**src/design/kmc_ram.sv**
```systemverilog
module kmc_ram #(
  parameter int WIDTH = 8,
  parameter int DEPTH = 256
) (
  input  logic                     clk,
  input  logic                     we,
  input  logic [$clog2(DEPTH)-1:0] waddr,
  input  logic [WIDTH-1:0]         wdata,
  input  logic [$clog2(DEPTH)-1:0] raddr,
  output logic [WIDTH-1:0]         rdata
);

  logic [WIDTH-1:0] mem [DEPTH];

  always_ff @(posedge clk) begin
    if (we) begin
      mem[waddr] <= wdata;
    end
    rdata <= mem[raddr];
  end

endmodule

```
**config.mk**
```make
export PLATFORM = sky130hd
export DESIGN_NAME = kmc_ram
export DESIGN_NICKNAME = d
export VERILOG_FILES = /design/src/design/kmc_ram.sv
export SDC_FILE = /design/constraint.sdc
export NUM_CORES = 2
export LEC_CHECK = 0
export ABC_AREA = 1
export BUFFER_PORTS_ARGS = -buffer_cell sky130_fd_sc_hd__buf_2
export CAP_MARGIN = 20
export CORE_MARGIN = 10
export CORE_UTILIZATION = 36
export CTS_CLUSTER_DIAMETER = 30
export DETAILED_ROUTE_END_ITERATION = 10
export SYNTH_ARGS = -nofsm -noshare
export SYNTH_HDL_FRONTEND = slang
export SYNTH_SLANG_ARGS = --single-unit
```
**constraint.sdc**
```tcl
create_clock -name clk -period 3.4 [get_ports clk]
set_input_delay 0.51 -clock clk [delete_from_list [all_inputs] [get_ports clk]]
set_output_delay 0.51 -clock clk [all_outputs]
set_load 0.05 [all_outputs]
```
==> run metrics <==
grt ovf 0; switching portion of total power 21.8%; final max-slew violation count 0; Detail Route Antenna Nets 0; Final Hold Fails 0; routed wl met3 19800 um; Worst EP required 2.89 ns; TritonCTS Buffers 434; Bufs on Longest Clock Path 4; worst stage delay on the critical path 0.58 ns; first-pass iteration count of the detailed router 8; flops & latches, synth 2056; largest vdd supply drop 0.411 mV; fin nets 7392; nets in the synthesized netlist 7029; final period demand of the worst path 2.41 ns; number of distinct library cells after synthesis 14; Final Cell Area 103000 um2; most numerous cell in the Yosys netlist sky130_fd_sc_hd__nand2_1; total of cells resized after clock tree synthesis 0; average wire per cell in the routed design 22.4 um; largest area contributor in the netlist sky130_fd_sc_hd__edfxtp_1; Final TNS setup 0 ns; cell at the slowest stage of the critical path sky130_fd_sc_hd__dfxtp_1; core outline area 230000 um2; uppermost signal routing layer after detailed routing met4; dpl hpwl 139000 um; clock latency on the worst-skew pair 0.97 ns; width of the die 501 um; via count of the first global-routing pass 55563; average vias per placed instance 5.29; number of DRC violations after detailed routing 0; cell count after synthesis 7003; RSZ-0062 raised after global routing no; power spent charging and discharging nets 15900 uW; H-tree lvl count 5; synthesized area divided by synthesized cell count 11.9 um2; overall die area 251000 um2; clock-pin slew of the registers on the worst-case setup and hold paths 0.05 ns; CTS sink cnt 2056; # rows 176; Vert. Die Dim 501 um; combinational fraction of design power 4.6%; critical setup path kind reg2out; share of synthesized area occupied by flip-flops and latches 73.9%; antenna violations before repair 8; most frequent cells after synthesis sky130_fd_sc_hd__nand2_1 (2123), sky130_fd_sc_hd__edfxtp_1 (2048), sky130_fd_sc_hd__nand3_1 (2019); share of final-layout standard cells stronger than drive strength 1 14.4%; max-cap violations 0; number of buffers added to fix hold violations after cts 2; internal power of the cells 57200 uW; power density cells 707 nW/um2; fin util 44.9%; routability congestion estimate 0.878; category of cells accounting for the largest share of critical-path delay flip-flops; slew of the pin with the lowest slew margin 0.978 ns; leakage component of the power 0.0370 uW; Post-CTS Setup Inserts 0; maximum number of pins on one net before global-route repair 147; slew margin rel. 34.6%; met1 WL 97900 um; CTS tree built; number of enable flip-flop cells after synthesis 2048; first-pass GRT wire length 360000 um; initial core utilization 36.2%; result of the run completed; setup skew after layout 0.0830 ns; maximum fanout along the worst path 3; type of element capturing the critical path output port; area grow syn2layout 23.9%; number of DRC markers after the initial detailed-route iteration 6812; sum of met2 wire segment lengths after detailed routing 114000 um; port bufs 33; number of endpoints failing setup at the final stage 0; arrival time at the worst endpoint 1.90 ns; Clock Tree Root sky130_fd_sc_hd__clkbuf_16; async set-reset flop share out of synthesis 0%; synth top area cells sky130_fd_sc_hd__edfxtp_1 (74%), sky130_fd_sc_hd__nand3_1 (12%), sky130_fd_sc_hd__nand2_1 (9.6%); via count 56848; fmax 414 MHz; Reg power frac 38.4%; cell chain of the critical path buf_2; post-detailed-placement cell area 88800 um2; I/O Pins 34; total global routing track utilization 18.6%; worst hold-check path type in2reg; Mapped Area 83400 um2; clock share of power 57.0%; ratio of final minimum period to clock period 71.0%; total length of routed wires 241000 um; commonest register cell after synthesis sky130_fd_sc_hd__edfxtp_1; crit path buf inv count 1; Startpoint Class flip-flop; synth warn 0; share of Yosys cell area claimed by the top area cell type 73.7%
[flip-flops by register name, indices dropped and copies added (netlist names)]
name	flops
rdata	8
mem	2048
[kinds of logic (layout without fill, tap and decap cells)]
| family | Yosys count | after routing | share of synthesized area [%] |
|---|---|---|---|
| buffers and inverters | 522 | 1234 | 3.12 |
| other | 0 | 4 | 0 |
| flip-flops | 2056 | 2056 | 73.9 |
| AND/OR/NAND/NOR | 4425 | 4425 | 22.9 |
[power groups by stage]
stage               Clock, uW  Sequential (uW)  Combinational [uW]
floorplan                   0            28500                1720
global placement            0            28500                3310
detailed placement          0            28500                3350
CTS                     42000            28100                3360
global route            43300            28000                3630
finish                  41600            28100                3380
[routing by layer]
metal	global-route usage, %	vias up
met2	29.7	2645
met3	3.63	496
met5	0	-
li1	-	25806
met4	7.78	0
met1	24.9	27901
[cells in the final DEF (no fill, tap or decap), drive strengths merged]
cell type       n
buf           408
bufinv         66
clkbuf        476
clkinv        170
clkinvlp       48
dfxtp           8
diode           4
dlygate4sd3     2
edfxtp       2048
inv            64
nand2        2123
nand3        2019
nor2          283
[metrics by stage]
| stage | total power (uW) | hold slack [ns] | cells | setup slack (ns) |
|---|---|---|---|---|
| 2_1_floorplan | 30300 | 0.609 | 7003 | 1.40 |
| 3_3_place_gp | 31800 | 0.967 | 9954 | 0.184 |
| 3_5_place_dp | 31800 | 0.956 | 9954 | 0.184 |
| 4_1_cts | 73400 | 0.00685 | 10741 | 0.880 |
| 5_1_grt | 75000 | 0.0520 | 10745 | 0.942 |
| 6_report | 73100 | 0.0664 | 10745 | 0.986 |
[layout make-up]
type	instances	area (um2)
fill	20480	127000
sequential	2056	61700
multi-input combinational	4425	19200
clock buffer	476	11100
timing repair buffer	410	4020
tap	3026	3790
clock inverter	309	3450
inverter	39	180
antenna	4	10.0
[worst paths after layout]
kind	start	to	slack, ns	cells past startpoint
hold reg to reg	mem[168][5]	rdata[5]	0.95	10
setup reg to reg	mem[105][3]	rdata[3]	1.28	10
hold / removal	wdata[6]	mem[76][6]	0.07	1
setup / recovery	rdata[2]	rdata[2]	0.99	1
Power figures use the tool's default switching activity.
